--- src/rtl/uvs_pkg.sv ---
`timescale 1ns / 1ps
// ----------------------------------------------------------------------------
// uvs_pkg
// shared types and constants of the uv sphere mesh generator
// ----------------------------------------------------------------------------
package uvs_pkg;

  localparam int DEF_MAX_SLICES = 256;
  localparam int DEF_MAX_STACKS = 256;

  // restoring divider: dividend bits (one per stage) and divisor bits
  localparam int DIV_W  = 25;
  localparam int DIVR_W = 9;

  // cordic: two iterations per stage, then a quadrant mapping stage
  localparam int CORDIC_STAGES = 8;
  localparam int CORDIC_LAT    = CORDIC_STAGES + 1;

  localparam logic signed [31:0] CORDIC_GAIN = 32'sd652032874;

  typedef logic [17:0] atan_t;
  localparam atan_t ATAN_TAB [16] = '{
    18'd131072, 18'd77376, 18'd40884, 18'd20753, 18'd10417, 18'd5213, 18'd2607, 18'd1304,
    18'd652,    18'd326,   18'd163,   18'd81,    18'd41,    18'd20,   18'd10,   18'd5
  };

  typedef enum logic {
    CMD_VERTEX = 1'b0,
    CMD_QUAD   = 1'b1
  } cmd_t;

  typedef enum logic [2:0] {
    REG_SLICE_COUNT = 3'd0,
    REG_STACK_COUNT = 3'd1,
    REG_RADIUS      = 3'd2,
    REG_SWEEP       = 3'd3,
    REG_TEX_U       = 3'd4,
    REG_TEX_V       = 3'd5
  } reg_idx_t;

  typedef struct packed {
    logic               valid;
    cmd_t               cmd;
    logic               neg_u;
    logic               neg_v;
    logic [16:0]        base;
    logic signed [15:0] tex_u;
    logic signed [15:0] tex_v;
  } side_t;

endpackage

--- src/rtl/uvs_cordic.sv ---
`timescale 1ns / 1ps
// ----------------------------------------------------------------------------
// uvs_cordic
// pipelined rotation cordic, cos and sin of an angle in turns/65536, q2.30
// ----------------------------------------------------------------------------
module uvs_cordic import uvs_pkg::*; (
  input  logic               clk,
  input  logic               en,
  input  logic [15:0]        angle,
  output logic signed [31:0] cos_o,
  output logic signed [31:0] sin_o
);

  typedef struct packed {
    logic signed [31:0] x;
    logic signed [31:0] y;
    logic signed [20:0] z;
    logic [1:0]         quad;
  } cst_t;

  cst_t               st_r   [CORDIC_STAGES];
  cst_t               st_nxt [CORDIC_STAGES];
  cst_t               init;
  logic signed [31:0] cos_r, sin_r;
  logic signed [31:0] cos_nxt, sin_nxt;

  function automatic cst_t rot(cst_t s, int i);
    cst_t               r;
    logic signed [31:0] dx;
    logic signed [31:0] dy;
    logic signed [20:0] at;
    r  = s;
    dx = s.y >>> i;
    dy = s.x >>> i;
    at = $signed({3'b000, ATAN_TAB[i]});
    if (!s.z[20]) begin
      r.x = s.x - dx;
      r.y = s.y + dy;
      r.z = s.z - at;
    end else begin
      r.x = s.x + dx;
      r.y = s.y - dy;
      r.z = s.z + at;
    end
    return r;
  endfunction

  always_comb begin
    init.x    = CORDIC_GAIN;
    init.y    = '0;
    init.z    = $signed({3'b000, angle[13:0], 4'b0000});
    init.quad = angle[15:14];
    st_nxt[0] = rot(rot(init, 0), 1);
    for (int k = 1; k < CORDIC_STAGES; k++) begin
      st_nxt[k] = rot(rot(st_r[k-1], 2 * k), 2 * k + 1);
    end
  end

  // quadrant mapping
  always_comb begin
    case (st_r[CORDIC_STAGES-1].quad)
      2'd0: begin
        cos_nxt = st_r[CORDIC_STAGES-1].x;
        sin_nxt = st_r[CORDIC_STAGES-1].y;
      end
      2'd1: begin
        cos_nxt = -st_r[CORDIC_STAGES-1].y;
        sin_nxt = st_r[CORDIC_STAGES-1].x;
      end
      2'd2: begin
        cos_nxt = -st_r[CORDIC_STAGES-1].x;
        sin_nxt = -st_r[CORDIC_STAGES-1].y;
      end
      default: begin
        cos_nxt = st_r[CORDIC_STAGES-1].y;
        sin_nxt = -st_r[CORDIC_STAGES-1].x;
      end
    endcase
  end

  always_ff @(posedge clk) begin
    if (en) begin
      for (int k = 0; k < CORDIC_STAGES; k++) begin
        st_r[k] <= st_nxt[k];
      end
      cos_r <= cos_nxt;
      sin_r <= sin_nxt;
    end
  end

  assign cos_o = cos_r;
  assign sin_o = sin_r;

endmodule
--- config.mk ---
export PLATFORM = sky130hd
export DESIGN_NAME = uvs_cordic
export DESIGN_NICKNAME = d
export VERILOG_FILES = /design/src/rtl/uvs_pkg.sv /design/src/rtl/uvs_cordic.sv
export SDC_FILE = /design/constraint.sdc
export NUM_CORES = 2
export LEC_CHECK = 0
export ABC_CLOCK_PERIOD_IN_PS = 21100
export BUFFER_PORTS_ARGS = -buffer_cell sky130_fd_sc_hd__buf_2
export CORE_AREA = 2 2 481 530
export DETAILED_ROUTE_END_ITERATION = 10
export DIE_AREA = 0 0 483 532
export PLACE_DENSITY = 0.6
export SLEW_MARGIN = 0
export SYNTH_ARGS = -nofsm -noshare
export SYNTH_HDL_FRONTEND = slang
export SYNTH_SLANG_ARGS = --single-unit
--- constraint.sdc ---
create_clock -name clk -period 21.1 [get_ports clk]
set_clock_uncertainty 0.15 [all_clocks]
set_input_delay 4.22 -clock clk [delete_from_list [all_inputs] [get_ports clk]]
set_output_delay 4.22 -clock clk [all_outputs]
set_load 0.02 [all_outputs]
==> results.cfg <==
[synthesis]
yosys-mux-area-fraction = 0.0134
seq_area_frac_synth = 0.228
ys_types = 117
synth-edff-count = 666
syn_area_sq_um = 87600
ys_warn_count = 0
async_flop_share = 0
synth_compound_area_frac = 0.235
synth-simple-area-share = 0.166
syn-num-nets = 11600
yosys_register_bits = 666
yosys.area_share.adder = 0.175
synth_cells = 10400
synth_ff_type = edfxtp_1
synth_top_family_by_area = compound AO/OA/AOI/OAI gates
syn_avg_cell_area_sq_um = 8.45
synthXorXnorAreaFrac = 0.152

[cells_and_area]
postLayoutCellArea_sq_um = 94700
drive_gt1_frac = 0.0440
fillers = 25400
nets = 11600
layout_commonest_cell = ha_1
area_growth_pct = 8.03
final_cell_mix = ha_1, xnor2_1, a21oi_1, nor2_1, edfxtp_1

[clock_tree]
cts.clk_slew.worst_paths_ns = 0.06
clock_latency_ns = 0.75
post_cts_resized = 0
ctsLongestPathBuffers = 3
hold_buffers = 0
cts_tree = done
cts-buffers-inserted = 84
cts_setup_buffers = 0
htreeDepth = 3
cts-root-buf = clkbuf_16
cts.sinks = 666

[status]
status = finished, final reports clean

[sta]
report.final.hold_viol_count = 0
final-max-slew-violation-count = 0
fin_crit_ns = 9.39
finalSetupViolCount = 0
rsz0062_at_grt = no
clock.fmax_ghz = 0.107
worst_slew_pin_slew_ns = 1.22
period_share = 0.445
relSlewSlack = 0.173
setup_tns_ns = 0

[setup_path]
startpoint_type = register
crit_path_top_delay_cell = a2111oi_0
critPathArrivalTime_ns = 9.71
worst-path-max-fanout = 6
rrSetupSlack_ns = 11.71
crit_type = reg2reg
cp_common_cell = xnor2_1
end_kind = register
crit_required_ns = 21.42
critPathMaxStageDelay_ns = 0.78

[floorplan]
num_rows = 193
die_area_sq_um = 257000
start_util = 0.349
coreArea_sq_um = 251000
die_h_microns = 532
die_w_microns = 483
io_pins = 82

[global_route]
grt_max_degree = 178
grt-ovfl-total = 0
grt_pass1_vias = 74200
grt_pass1_wl_mm = 411
grt_usage = 0.196
antenna_found_initial = 5

[place]
hpwl_mm = 214
portBuffers = 81
gp_congestion = 0.935
placed_area_sq_um = 91800

[routing]
wl_per_cell_microns = 19.0
ant_nets = 0
drc = 0
avgViaCountPerCell = 5.60
wirelength_mm = 261
first_pass_iters = 6
via_count = 77100
initialDrtViolationCount = 5309

[flow_run]
drv_cap = 0

[hold_path]
hold_class = reg2reg
==> synth_stat cells, drive strengths merged, types with 36 or more instances <==
cell | count | area share
o31ai | 93 | 0.0080
nand3 | 193 | 0.011
edfxtp | 666 | 0.23
nand2b | 174 | 0.012
inv | 488 | 0.021
nor2 | 938 | 0.040
a31oi | 135 | 0.0097
or2 | 49 | 0.0035
o21bai | 96 | 0.0082
nor2b | 158 | 0.011
a21boi | 66 | 0.0057
ha | 1171 | 0.17
clkbuf | 171 | 0.0073
and2 | 68 | 0.0049
and3 | 89 | 0.0064
nand4 | 72 | 0.0051
a21oi | 1022 | 0.059
nor3 | 306 | 0.018
nor4 | 71 | 0.0055
nand2 | 626 | 0.027
a211oi | 93 | 0.0080
xor2 | 486 | 0.049
o21ai | 623 | 0.036
o21a | 210 | 0.018
o211ai | 60 | 0.0053
mux2 | 49 | 0.0063
buf | 38 | 0.0019
o41ai | 43 | 0.0047
or3 | 104 | 0.0075
xnor2 | 1022 | 0.10
o31a | 37 | 0.0037
a21o | 391 | 0.033
mux2i | 42 | 0.0048
fa | 36 | 0.0082
==> logic make-up after synthesis <==
kind of cell               count (synthesis)
AOI/OAI and AO/OA                       3202
xor gates and xnor gates                1511
adders and majority gates               1207
buffers and inverters                    698
DFF                                      666
muxes                                    100
and+or+nand+nor                         2991
==> cell type report <==
cell class                      instances  area, sq um  share of cell area
Sequential cell                       666        20000               0.211
Timing Repair Buffer                  128          793             0.00838
Tap cell                             3315         4150              0.0438
Inverter                              489         1840              0.0194
Clock inverter                         58          698             0.00737
Multi-Input combinational cell       9011        65000               0.687
Clock buffer                           94         2160              0.0228
Antenna cell                            2         5.00           0.0000529
==> per-stage QoR <==
stage	std cells	hold WS [ns]	setup WS, ns	utilization
after global placement	13600	0.250	12.09	0.366
after detailed placement	13600	0.255	12.00	0.366
after floorplan	10400	0.250	13.27	-
after global routing	13800	0.275	11.22	0.377
after CTS	13800	0.271	11.91	0.377
final	13800	0.269	11.71	0.377
==> routing by layer <==
layer  part of all wire  routed length, microns  up-vias  track usage
li1                   -                       -    38300            -
met1               0.43                  113000    36400        0.241
met2               0.48                  126000     1945        0.346
met3              0.041                   10700      462       0.0202
met4              0.043                   11100        0       0.0816
met5                  0                       0        -            0
==> critical path: cells and delay by family, from the launching register on <==
kind                       cells  cell delay, ns
AOI/OAI and AO/OA             12            3.81
and+or+nand+nor               11            3.39
DFF                            1            0.50
adders and majority gates      2            0.59
xor gates and xnor gates       5            0.69
==> path summary, 6_finish.rpt <==
| kind | startpoint | endpoint | cells after the start |
|---|---|---|---|
| min reg2reg | st_r[1][174] | st_r[1][261] | 0 |
| max reg2reg | st_r[1][156] | st_r[1][260] | 30 |
| min | st_r[1][174] | st_r[1][261] | 0 |
| max | st_r[1][156] | st_r[1][260] | 30 |
==> flip-flops by register name, summed over array words and instances, names as in the netlist <==
signal / count
cos_o: 32
sin_o: 32
st_r: 602
Power is not shown: default switching activity piles up to over one toggle a cycle in this logic, so the estimate is an artifact.
