[config.mk]
export PLATFORM = sky130hd
export DESIGN_NAME = uvs_div
export DESIGN_NICKNAME = d
export VERILOG_FILES = /design/src/rtl/uvs_pkg.sv /design/src/rtl/uvs_div.sv
export SDC_FILE = /design/constraint.sdc
export NUM_CORES = 1
export LEC_CHECK = 0
export ABC_CLOCK_PERIOD_IN_PS = 3500
export BUFFER_PORTS_ARGS = -buffer_cell sky130_fd_sc_hd__buf_4
export CORE_MARGIN = 5
export CORE_UTILIZATION = 55
export CTS_BUF_LIST = sky130_fd_sc_hd__clkbuf_4 sky130_fd_sc_hd__clkbuf_8
export CTS_CLUSTER_SIZE = 20
export DETAILED_ROUTE_END_ITERATION = 8
export GPL_TIMING_DRIVEN = 0
export PLACE_DENSITY = 0.74
export RECOVER_POWER = 100
export SLEW_MARGIN = 5
export SYNTH_ARGS = -nofsm -noshare
export SYNTH_HDL_FRONTEND = slang
export SYNTH_SLANG_ARGS = --single-unit
export TNS_END_PERCENT = 1
[constraint.sdc]
create_clock -name clk -period 3.5 [get_ports clk]
set_input_delay 0.35 -clock clk [delete_from_list [all_inputs] [get_ports clk]]
set_output_delay 0.35 -clock clk [all_outputs]
set_load 0.01 [all_outputs]
[src/rtl/uvs_pkg.sv]
`timescale 1ns / 1ps
// ----------------------------------------------------------------------------
// uvs_pkg
// shared types and constants of the uv sphere mesh generator
// ----------------------------------------------------------------------------
package uvs_pkg;

  localparam int DEF_MAX_SLICES = 256;
  localparam int DEF_MAX_STACKS = 256;

  // restoring divider: dividend bits (one per stage) and divisor bits
  localparam int DIV_W  = 25;
  localparam int DIVR_W = 9;

  // cordic: two iterations per stage, then a quadrant mapping stage
  localparam int CORDIC_STAGES = 8;
  localparam int CORDIC_LAT    = CORDIC_STAGES + 1;

  localparam logic signed [31:0] CORDIC_GAIN = 32'sd652032874;

  typedef logic [17:0] atan_t;
  localparam atan_t ATAN_TAB [16] = '{
    18'd131072, 18'd77376, 18'd40884, 18'd20753, 18'd10417, 18'd5213, 18'd2607, 18'd1304,
    18'd652,    18'd326,   18'd163,   18'd81,    18'd41,    18'd20,   18'd10,   18'd5
  };

  typedef enum logic {
    CMD_VERTEX = 1'b0,
    CMD_QUAD   = 1'b1
  } cmd_t;

  typedef enum logic [2:0] {
    REG_SLICE_COUNT = 3'd0,
    REG_STACK_COUNT = 3'd1,
    REG_RADIUS      = 3'd2,
    REG_SWEEP       = 3'd3,
    REG_TEX_U       = 3'd4,
    REG_TEX_V       = 3'd5
  } reg_idx_t;

  typedef struct packed {
    logic               valid;
    cmd_t               cmd;
    logic               neg_u;
    logic               neg_v;
    logic [16:0]        base;
    logic signed [15:0] tex_u;
    logic signed [15:0] tex_v;
  } side_t;

endpackage

[src/rtl/uvs_div.sv]
`timescale 1ns / 1ps
// ----------------------------------------------------------------------------
// uvs_div
// pipelined unsigned restoring divider, one quotient bit per stage
// ----------------------------------------------------------------------------
module uvs_div import uvs_pkg::*; #(
  parameter int DW = DIV_W,
  parameter int VW = DIVR_W
) (
  input  logic          clk,
  input  logic          en,
  input  logic [DW-1:0] dividend,
  input  logic [VW-1:0] divisor,
  output logic [DW-1:0] quotient
);

  logic [VW-1:0] rem_r   [DW];
  logic [DW-1:0] nq_r    [DW];
  logic [VW-1:0] rem_nxt [DW];
  logic [DW-1:0] nq_nxt  [DW];

  function automatic logic [VW+DW-1:0] dstep(logic [VW-1:0] rem, logic [DW-1:0] nq,
                                             logic [VW-1:0] d);
    logic [VW:0] trial;
    logic        ge;
    trial = {rem, nq[DW-1]};
    ge    = (trial >= {1'b0, d});
    if (ge) begin
      trial = trial - {1'b0, d};
    end
    return {trial[VW-1:0], nq[DW-2:0], ge};
  endfunction

  always_comb begin
    {rem_nxt[0], nq_nxt[0]} = dstep({VW{1'b0}}, dividend, divisor);
    for (int k = 1; k < DW; k++) begin
      {rem_nxt[k], nq_nxt[k]} = dstep(rem_r[k-1], nq_r[k-1], divisor);
    end
  end

  always_ff @(posedge clk) begin
    if (en) begin
      for (int k = 0; k < DW; k++) begin
        rem_r[k] <= rem_nxt[k];
        nq_r[k]  <= nq_nxt[k];
      end
    end
  end

  assign quotient = nq_r[DW-1];

endmodule

==> summary.txt, run 1 <==
Status
  – Outcome: finished with violations
  – Failing checks: max-capacitance violations, max-slew violations

Clock network
  – Root buffer cell: clkbuf_8
  – # clock sinks: 841
  – Clk Latency, worst-skew pair: 0.76 ns
  – CTS tree: built
  – Clk pin slew, worst setup/hold paths: 0.06 ns
  – TritonCTS buffer count: 137
  – Clock buffer depth: 3
  – H-tree levels: 4

STA
  – Final worst-path cycle share: 91.8%
  – Final hold violations: 0
  – Max Fclk: 0.311 GHz
  – Worst slew margin: -76.9%
  – Worst-Margin Slew: 2.65 ns
  – Final Max Tran Viols: 104
  – RSZ-0062 raised after global routing: false
  – Endpoints failing setup: 0
  – Hold_ws: 0.0649 ns
  – Final min period: 3.21 ns
  – Clk_skew: 0.0298 ns

Logic synthesis
  – Top FF cell, synth: edfxtp_1
  – Top-count cell post-synth: edfxtp_1
  – Number of distinct library cells after synthesis: 71
  – Synthesis warning total: 0
  – Largest cells by area after synthesis: edfxtp_1 (67%), ha_1 (7.3%), a21oi_1 (2.1%)
  – Ys async rst share: 0%
  – Post-synth top area share: 67.2%
  – Avg Synthesized Cell Area: 15.5 µm²
  – Post-Syn Instances: 2426
  – Post-Syn Nets: 2703
  – Post-Syn Area: 37600 µm²
  – Dominant cell type by area after synthesis: edfxtp_1
  – Commonest cells in the netlist: edfxtp_1 (841), ha_1 (218), a21oi_1 (155), inv_1 (119), nor2_1 (101)
  – EDFF count, synth: 841
  – Seq cells post-synth: 841
  – Sequential area share after synthesis: 67.2%

Power
  – Comb pwr share: 31.8%
  – Sequential power share: 43.6%
  – Clock power frac: 24.5%
  – Net Sw Power: 10.3 mW
  – Sw Ratio: 31.2%
  – P_leak: 15.5 nW
  – VDD IR-drop max: 400 µV
  – Pint: 22.8 mW
  – Power per cell area: 786 nW/µm²

Global routing
  – First-pass GRT wire length: 106000 µm
  – Total GRT Usage: 17.7%
  – Global route total overflow: 0
  – Antenna violations before repair: 1
  – Vias in the first global route: 20.9k
  – Pin count of the biggest net entering global routing: 130

Drt
  – Initial drt markers: 1247
  – Routed Antenna Nets: 0
  – Met2 routed WL: 31900 µm
  – Via count: 20.6k
  – Count of TritonRoute iterations in the first routing pass: 5
  – Met3 wire len: 2650 µm
  – Highest metal used: met4
  – Mean routed wirelength per cell: 17.9 µm
  – Routed wire length: 65300 µm
  – Vias per cell: 5.66
  – DR DRC count: 0
  – Met1 wire length: 28500 µm

Floorplan
  – Core area: 67400 µm²
  – Die Height: 271 µm
  – I/O pin count: 61
  – Initial Utilization: 55.7%
  – Die ar.: 73600 µm²
  – # rows: 95
  – Die Wd: 271 µm

Setup path
  – Critical Path AT: 3.71 ns
  – Crit Path Max Fanout: 14
  – CP Capture Type: flop
  – Startpoint types: input port
  – Crit Path Class: input port to flop
  – Req. time, crit path: 3.99 ns

Placed design
  – Port Buffers: 60
  – DP Wirelength: 42400 µm
  – RePlAce Congestion: 0.834
  – Placed cell area: 39500 µm²

Final layout
  – Share of cells above drive strength 1: 13.8%
  – Filler instances: 4955
  – Nets: 2945
  – Area growth from synthesis to layout: 12.2%
  – Finished Cell Area: 42100 µm²

Worst hold path
  – HP Class: input port to flop

Run
  – Maxcap violations: 1
## cell families after synthesis
logic type	share of synthesized area, %
flops	67.2
compound gates	10.2
simple gates	5.28
fa+ha+maj	8.49
buf+inv	2.09
mux	4.58
xor+xnor	2.15
## power by group through the flow
stage	Sequential (mW)	Combinational [mW]	Clock (mW)
6_report	14.5	10.5	8.13
2_1_floorplan	14.3	8.53	0
3_5_place_dp	14.7	10.8	0
3_3_place_gp	14.7	10.5	0
4_1_cts	14.5	10.9	8.45
5_1_grt	14.6	11.7	8.97
## registers in the layout, summed over array words and instances (netlist names)
name,flops
rem_r,216
nq_r,625
## cell type report
| cell class | count | area, µm² | share of cell area (%) |
|---|---|---|---|
| Multi-Input combinational cell | 1416 | 11300 | 26.8 |
| Clock buffer | 172 | 2160 | 5.13 |
| Clock inverter | 72 | 482 | 1.14 |
| Tap cell | 873 | 1090 | 2.59 |
| Inverter | 133 | 505 | 1.20 |
| Antenna cell | 1 | 2.50 | 0.00594 |
| Buffer | 36 | 267 | 0.633 |
| Sequential cell | 841 | 25300 | 60.0 |
| Timing Repair Buffer | 103 | 1060 | 2.52 |
## cells in the final DEF, fill, tap and decap left out, drive strengths merged, types with 5 or more instances in the layout
cell type,instances
edfxtp,841
clkbuf,227
ha,218
a21oi,162
inv,138
mux2,116
nor2,115
xnor2,85
o21a,63
nand2,59
nor3,58
clkinv,58
buf,56
a21boi,54
o211ai,46
o21ai,44
a21o,42
nand3,41
o31ai,32
nor2b,29
dlygate4sd3,28
mux2i,25
nand4,24
fa,23
and3,21
a211o,20
a31oi,16
o32ai,16
o2bb2ai,13
nand3b,10
nand2b,8
xor2,7
a211oi,6
clkinvlp,5
a221oi,5
## routing by layer
metal  vias up  track usage (%)
li1       9976                -
met1     10054             22.9
met2       447             29.5
met3       170             3.79
met4         0             7.16
met5         -                0
## through the flow
stage / instances / setup TNS [ns] / power [mW] / util [%] / setup WS (ns)
floorplan: 2426 / 0 / 22.8 / - / 0.106
global placement: 3359 / -4023.33 / 25.2 / 58.0 / -4.66
detailed placement: 3374 / -2.92 / 25.5 / 58.6 / -0.145
CTS: 3646 / 0 / 33.9 / 62.9 / 0.711
global route: 3647 / 0 / 35.3 / 62.5 / 0.248
finish: 3647 / 0 / 33.1 / 62.5 / 0.285
## final timing paths
kind                 from            to  slack (ns)  cells after the start
min            divisor[7]   rem_r[0][3]        0.06                      4
min reg2reg   nq_r[1][29]   nq_r[1][55]        0.39                      0
max reg2reg  nq_r[1][149]  rem_r[2][55]        0.59                     10
max            divisor[8]  rem_r[0][60]        0.29                      8
## critical path, stage by stage
cell and delay (ns):
dlygate4sd3_1 0.55, buf_4 0.16, inv_1 0.66, buf_12 0.27
ha_1 0.16, inv_1 0.07, o31ai_2 1.10, mux2_4 0.37
## timing repair
| item | 4_1_cts | 5_1_grt |
|---|---|---|
| setup buffers | 0 | 0 |
| hold buffers | 28 | 0 |
| gates resized for setup | 0 | 0 |
| endpoints found under the hold margin | 33 | 0 |
(Power assumes the default switching activity.)
==> run 2: changes to the inputs <==
--- a/config.mk
+++ b/config.mk
@@ -7,6 +7,7 @@
 export LEC_CHECK = 0
 export ABC_CLOCK_PERIOD_IN_PS = 3500
 export BUFFER_PORTS_ARGS = -buffer_cell sky130_fd_sc_hd__buf_4
+export CORE_ASPECT_RATIO = 1.4
 export CORE_MARGIN = 5
 export CORE_UTILIZATION = 55
 export CTS_BUF_LIST = sky130_fd_sc_hd__clkbuf_4 sky130_fd_sc_hd__clkbuf_8
==> run 2 against run 1 <==
Compared with the run above:
- the flow still finishes with violations (max-capacitance violations, max-slew violations)
- combinational power barely moved
- global-route usage up 0.44 points
- clock skew increased by 0.013 ns
- clock power grew 2.7%
- critical path type unchanged
- via count barely moved
- critical path depth up 2
- sequential share of layout area hardly changed
- sequential cell count did not move
- cell area about the same
- largest power group unchanged
- sequential power is essentially flat
- largest cell class unchanged
==> summary.txt, run 2 (synthesized netlist as in run 1, its figures left out) <==
Floorplan
  – Initial Utilization: 55.5% (was 55.7%)
  – Die ar.: 73700 µm² (was 73600 µm²)
  – # rows: 113 (was 95)
  – Die Wd: 231 µm (was 271 µm)
  – I/O pin count: 61 (unchanged)
  – Core area: 67700 µm² (was 67400 µm²)
  – Die Height: 319 µm (was 271 µm)

Clock network
  – Clk pin slew, worst setup/hold paths: 0.06 ns (about the same)
  – Post CTS Setup Buffer Count: 0 (unchanged)
  – CTS tree: built (unchanged)
  – H-tree levels: 3 (was 4)
  – # clock sinks: 841 (unchanged)
  – Root buffer cell: clkbuf_8 (unchanged)
  – Post-cts resize count: 0 (unchanged)
  – Clock buffer depth: 3 (unchanged)
  – TritonCTS buffer count: 121 (was 137)
  – Clk Latency, worst-skew pair: 0.78 ns (was 0.76 ns)

STA
  – Endpoints failing setup: 0 (unchanged)
  – RSZ-0062 raised after global routing: false (unchanged)
  – Clk_skew: 0.0425 ns (was 0.0298 ns)
  – Hold_ws: 0.236 ns (was 0.0649 ns)
  – Sum Neg Setup Slack: 0 ns (unchanged)
  – Final worst-path cycle share: 89.0% (was 91.8%)
  – Final Max Tran Viols: 256 (was 104)
  – Max Fclk: 0.321 GHz (was 0.311 GHz)
  – Worst slew margin: -18.6% (was -76.9%)
  – Worst-Margin Slew: 1.78 ns (was 2.65 ns)
  – Final hold violations: 0 (unchanged)
  – Final min period: 3.11 ns (was 3.21 ns)

Status
  – Outcome: finished with violations (unchanged)
  – Failing checks: max-capacitance violations, max-slew violations (unchanged)

Final layout
  – Nets: 2934 (was 2945)
  – Final cell count without fillers: 3617 (was 3647)
  – Area growth from synthesis to layout: 12.2% (about the same)
  – Commonest non-fill, non-tap cell in the layout: edfxtp_1 (unchanged)
  – Max FFs per register: 625 (unchanged)
  – Share of cells above drive strength 1: 13.0% (was 13.8%)
  – Largest reg by FF count: nq_r (unchanged)
  – Filler instances: 4957 (was 4955)
  – Most frequent cells in the layout: edfxtp_1 (841), ha_1 (218), a21oi_1 (159) (was edfxtp_1 (841), ha_1 (218), a21oi_1 (155))
  – Largest regs: nq_r x625, rem_r x216 (unchanged)

Setup path
  – CP Capture Type: flop (unchanged)
  – Critical Path AT: 3.61 ns (was 3.71 ns)
  – Crit Path Class: input port to flop (unchanged)
  – Crit path capture: rem_r[1][23] (was rem_r[0][60])
  – Startpoint types: input port (unchanged)
  – Req. time, crit path: 4.00 ns (was 3.99 ns)
  – Critical path origin: divisor[3] (was divisor[8])
  – Crit Reg-Reg Startpoint: nq_r[1][24] (was nq_r[1][149])
  – Reg2reg setup slack: 0.51 ns (was 0.59 ns)
  – Crit Path Max Fanout: 19 (was 14)
  – R2R depth: 10 (unchanged)
  – Reg2reg end: rem_r[2][13] (was rem_r[2][55])

Global routing
  – Pin count of the biggest net entering global routing: 132 (was 130)
  – Vias in the first global route: 21.3k (was 20.9k)
  – First-pass GRT wire length: 108000 µm (was 106000 µm)
  – Total GRT Usage: 18.2% (was 17.7%)
  – Antenna violations before repair: 1 (unchanged)
  – Global route total overflow: 0 (unchanged)

Power
  – VDD IR-drop max: 512 µV (was 400 µV)
  – P_leak: 15.5 nW (about the same)
  – Power per cell area: 795 nW/µm² (was 786 nW/µm²)

Placed design
  – Port Buffers: 60 (unchanged)
  – DP Wirelength: 44000 µm (was 42400 µm)
  – Placed Instances: 3364 (was 3374)
  – RePlAce Congestion: 0.827 (was 0.834)

Drt
  – Mean routed wirelength per cell: 18.5 µm (was 17.9 µm)
  – DR DRC count: 0 (unchanged)
  – Routed wire length: 66800 µm (was 65300 µm)
  – Count of TritonRoute iterations in the first routing pass: 5 (unchanged)
  – Vias per cell: 5.71 (was 5.66)
  – Initial drt markers: 1193 (was 1247)
  – Routed Antenna Nets: 0 (unchanged)
  – Via count: 20.7k (was 20.6k)

Worst hold path
  – HP Class: input port to flop (unchanged)

Run
  – Maxcap violations: 2 (was 1)
## run 2: where the power goes
group	total (mW)	switching, mW	internal (mW)
combinational	10.6	5.80	4.84
sequential	14.5	0.877	13.6
clock	8.35	3.71	4.63
## run 2: worst min path at each step
stage	cells after the start	slack, ns	endpoint	start
detailed placement	0	0.40	nq_r[0][132]	nq_r[0][106]
floorplan	0	0.40	nq_r[0][101]	nq_r[0][75]
finish	4	0.24	rem_r[0][5]	divisor[7]
CTS	4	0.19	rem_r[0][5]	divisor[7]
global route	4	0.20	rem_r[0][5]	divisor[7]
global placement	0	0.40	nq_r[1][222]	nq_r[1][196]
## run 2: area by class of cell
type                       instances  area, µm²  share of cell area [%]
antenna                            1       2.50                 0.00594
buffer                            36        274                   0.650
clock buffer                     144       1840                    4.36
clock inverter                    76        807                    1.92
inverter                         133        505                    1.20
multi-input combinational       1416      11300                    26.8
sequential                       841      25300                    59.9
tap                              862       1080                    2.56
timing repair buffer             108       1080                    2.56
## run 2: worst max-delay path: stages
cell           delay, ns
dlygate4sd3_1       0.53
clkbuf_1            0.11
inv_1               0.38
buf_12              0.28
ha_1                0.27
a21o_1              0.16
a21o_2              0.15
a21oi_1             0.06
o31ai_2             0.95
mux2_4              0.36
## run 2: repair_timing
item | CTS | global route
hold buffers | 32 | 0
endpoints found under the hold margin | 69 | 0
endpoints found under the setup margin | 0 | 0
## run 2: metrics by stage
stage / utilization, % / setup WS (ns) / cell area [µm²] / total power [mW]
after floorplan: - / 0.106 / 37600 / 22.8
after global placement: 57.7 / -4.72 / 39100 / 25.3
after detailed placement: 58.3 / 0.110 / 39500 / 25.6
after CTS: 62.7 / 0.637 / 42400 / 34.2
after global routing: 62.2 / 0.258 / 42100 / 35.6
final: 62.2 / 0.386 / 42100 / 33.5
## run 2: metal layers
metal / up-vias / GRT usage (%) / part of all wire (%)
met5: - / 0 / 0
met4: 0 / 9.06 / 4.4
met3: 195 / 2.90 / 3.9
met2: 472 / 33.0 / 52
met1: 10038 / 20.7 / 39
li1: 9954 / - / -
==> run 3: changes to the inputs <==
--- a/config.mk
+++ b/config.mk
@@ -7,7 +7,7 @@
 export LEC_CHECK = 0
 export ABC_CLOCK_PERIOD_IN_PS = 3500
 export BUFFER_PORTS_ARGS = -buffer_cell sky130_fd_sc_hd__buf_4
-export CORE_ASPECT_RATIO = 1.4
+export CORE_ASPECT_RATIO = 1.75
 export CORE_MARGIN = 5
 export CORE_UTILIZATION = 55
 export CTS_BUF_LIST = sky130_fd_sc_hd__clkbuf_4 sky130_fd_sc_hd__clkbuf_8
==> run 3 against run 2 <==
Compared with the run above:
- the flow still finishes with violations (max-capacitance violations, max-slew violations)
- total power fell by 2.2%
- count of clock-buffer cells in the layout grew 9
- critical path depth grew 1
- combinational power is essentially flat
- sequential power is essentially flat
- largest power group unchanged
- register-to-register slack improved by 0.07 ns
- core utilization decreased by 0.28 points
- clock power decreased by 11%
- sequential cell count stayed put
- die area is 0.18% higher
- critical path type unchanged
- critical endpoint is now rem_r[1][42]
==> summary.txt, run 3 (synthesized netlist as in run 1, its figures left out) <==
Drt
  – Met2 routed WL: 38600 µm (was 35100 µm)
  – DR DRC count: 0 (unchanged)
  – Routed Antenna Nets: 0 (unchanged)
  – Highest metal used: met4 (unchanged)
  – Met3 wire len: 2730 µm (was 2630 µm)
  – Mean routed wirelength per cell: 19.2 µm (was 18.5 µm)
  – Initial drt markers: 938 (was 1193)
  – Via count: 20.9k (was 20.7k)
  – Count of TritonRoute iterations in the first routing pass: 6 (was 5)
  – Met1 wire length: 24800 µm (was 26200 µm)
  – Vias per cell: 5.74 (was 5.71)
  – Routed wire length: 70000 µm (was 66800 µm)

Final layout
  – Nets: 2928 (was 2934)
  – Largest reg by FF count: nq_r (unchanged)
  – Share of cells above drive strength 1: 12.8% (was 13.0%)
  – Final Util: 61.9% (was 62.2%)
  – Max FFs per register: 625 (unchanged)
  – Most frequent cells in the layout: edfxtp_1 (841), ha_1 (218), a21oi_1 (158) (was edfxtp_1 (841), ha_1 (218), a21oi_1 (159))
  – Finished Cell Area: 41900 µm² (was 42100 µm²)
  – Largest regs: nq_r x625, rem_r x216 (unchanged)
  – Commonest non-fill, non-tap cell in the layout: edfxtp_1 (unchanged)
  – Final cell count without fillers: 3643 (was 3617)
  – Area growth from synthesis to layout: 11.5% (was 12.2%)

STA
  – Worst-Margin Slew: 1.69 ns (was 1.78 ns)
  – Final min period: 3.38 ns (was 3.11 ns)
  – Final Max Tran Viols: 129 (was 256)
  – Final hold violations: 0 (unchanged)
  – Worst slew margin: -12.6% (was -18.6%)
  – Max Fclk: 0.296 GHz (was 0.321 GHz)
  – Final worst-path cycle share: 96.6% (was 89.0%)
  – Endpoints failing setup: 0 (unchanged)
  – RSZ-0062 raised after global routing: false (unchanged)
  – Clk_skew: 0.0535 ns (was 0.0425 ns)

Worst hold path
  – Hold Crit Endpoint: rem_r[0][3] (was rem_r[0][5])
  – Worst Hold Depth: 4 (unchanged)
  – HP Class: input port to flop (unchanged)
  – Hold_sp: divisor[7] (unchanged)

Setup path
  – Slowest stage delay, CP: 0.73 ns (was 0.95 ns)
  – Crit Reg-Reg Startpoint: nq_r[0][299] (was nq_r[1][24])
  – CP top delay family: buffers and inverters (was compound AO/OA/AOI/OAI gates)
  – R2R depth: 10 (unchanged)
  – CP Capture Type: flop (unchanged)
  – Cell Chain, Critical Path: dlygate4sd3_1, buf_4, inv_2, clkbuf_2, ha_1, nand2_1, o31ai_1, a211o_1, nor2_1, inv_2, mux2_1 (was dlygate4sd3_1, clkbuf_1, inv_1, buf_12, ha_1, a21o_1, a21o_2, a21oi_1, o31ai_2, mux2_4)
  – Startpoint types: input port (unchanged)
  – Crit Path Max Fanout: 20 (was 19)
  – WP buf/inv: 5 (was 4)
  – Critical Path AT: 3.84 ns (was 3.61 ns)
  – CP most frequent cell: inv_2
  – Req. time, crit path: 3.96 ns (was 4.00 ns)
  – Reg2reg end: rem_r[1][42] (was rem_r[2][13])
  – CP max-delay cell: clkbuf_2 (was o31ai_2)
  – Crit Path Class: input port to flop (unchanged)
  – Reg2reg setup slack: 0.58 ns (was 0.51 ns)

Power
  – VDD IR-drop max: 463 µV (was 512 µV)
  – Sw Ratio: 32.2% (was 31.0%)
  – Power per cell area: 781 nW/µm² (was 795 nW/µm²)
  – Sequential power share: 44.4% (was 43.3%)
  – P_leak: 15.4 nW (was 15.5 nW)
  – Net Sw Power: 10.5 mW (was 10.4 mW)
  – Pint: 22.2 mW (was 23.1 mW)
  – Comb pwr share: 32.9% (was 31.8%)
  – Clock power frac: 22.8% (was 24.9%)

Placed design
  – Port Buffers: 60 (unchanged)
  – RePlAce Congestion: 0.879 (was 0.827)
  – DP Wirelength: 46900 µm (was 44000 µm)
  – Placed cell area: 39500 µm² (about the same)
  – Placed Instances: 3398 (was 3364)

Global routing
  – Total GRT Usage: 18.7% (was 18.2%)
  – Pin count of the biggest net entering global routing: 137 (was 132)
  – Global route total overflow: 0 (unchanged)
  – Antenna violations before repair: 1 (unchanged)
  – First-pass GRT wire length: 111000 µm (was 108000 µm)
  – Vias in the first global route: 21.9k (was 21.3k)

Clock network
  – H-tree levels: 3 (unchanged)
  – CTS tree: built (unchanged)
  – Clock buffer depth: 3 (unchanged)
  – Root buffer cell: clkbuf_8 (unchanged)
  – Clk Latency, worst-skew pair: 0.78 ns (about the same)
  – TritonCTS buffer count: 116 (was 121)
  – # clock sinks: 841 (unchanged)
  – Clk pin slew, worst setup/hold paths: 0.07 ns (was 0.06 ns)

Status
  – Outcome: finished with violations (unchanged)
  – Failing checks: max-capacitance violations, max-slew violations (unchanged)

Floorplan
  – Initial Utilization: 55.5% (about the same)
  – Die Wd: 208 µm (was 231 µm)
  – # rows: 126 (was 113)
  – I/O pin count: 61 (unchanged)
  – Core area: 67600 µm² (was 67700 µm²)
  – Die Height: 356 µm (was 319 µm)
  – Die ar.: 73800 µm² (was 73700 µm²)

Run
  – Maxcap violations: 1 (was 2)
run 3: stage by stage:
stage	setup TNS, ns	setup WS (ns)	hold slack (ns)	total power, mW
final	0	0.117	0.0828	32.7
after global routing	0	0.0221	0.0399	34.8
after CTS	0	0.0504	0.00939	33.6
after detailed placement	-27.53	-0.216	0.405	25.9
after global placement	-4071.12	-4.85	0.400	25.6
after floorplan	0	0.106	0.400	22.8
run 3: cell type report:
| class | instances | area [µm²] |
|---|---|---|
| fill | 4945 | 25700 |
| sequential | 841 | 25300 |
| multi-input combinational | 1416 | 11300 |
| clock buffer | 153 | 1880 |
| tap | 896 | 1120 |
| timing repair buffer | 107 | 1100 |
| inverter | 133 | 505 |
| clock inverter | 60 | 460 |
| buffer | 36 | 268 |
| antenna | 1 | 2.50 |
run 3: timing repair:
action,CTS,global route
endpoints found under the setup margin,0,136
hold buffers,30,0
gates resized for setup,0,0
endpoints found under the hold margin,51,0
buffers inserted,0,0
run 3: metal layers:
layer,up-vias,GRT usage [%]
met2,494,35.7
met1,10279,19.2
met5,-,0
met3,229,3.21
li1,9915,-
met4,0,10.6
run 3: power by group through the flow:
stage | combinational [mW] | sequential (mW) | clock [mW]
floorplan | 8.53 | 14.3 | 0
global placement | 10.8 | 14.8 | 0
detailed placement | 11.2 | 14.7 | 0
CTS | 11.3 | 14.5 | 7.77
global route | 11.9 | 14.7 | 8.24
finish | 10.8 | 14.5 | 7.46
run 3: how the worst max path moves through the flow:
stage                   end       start  slack (ns)  cells past startpoint
2_1_floorplan  rem_r[0][22]  divisor[1]        0.11                      9
3_3_place_gp   nq_r[1][213]          en       -4.85                      1
3_5_place_dp   nq_r[1][192]          en       -0.22                      6
4_1_cts        nq_r[0][254]          en        0.05                      7
5_1_grt         rem_r[1][4]  divisor[3]        0.02                     11
6_report       rem_r[1][42]  divisor[3]        0.12                     11
run 3: worst register-to-register path, stage by stage, from the launching register on:
cell and delay (ns):
edfxtp_1 0.44, inv_1 0.09, ha_1 0.17, inv_1 0.06
fa_1 0.40, a21oi_1 0.30, o211ai_1 0.18, and3_1 0.26
nor2_1 0.23, inv_2 0.14, mux2_1 0.40
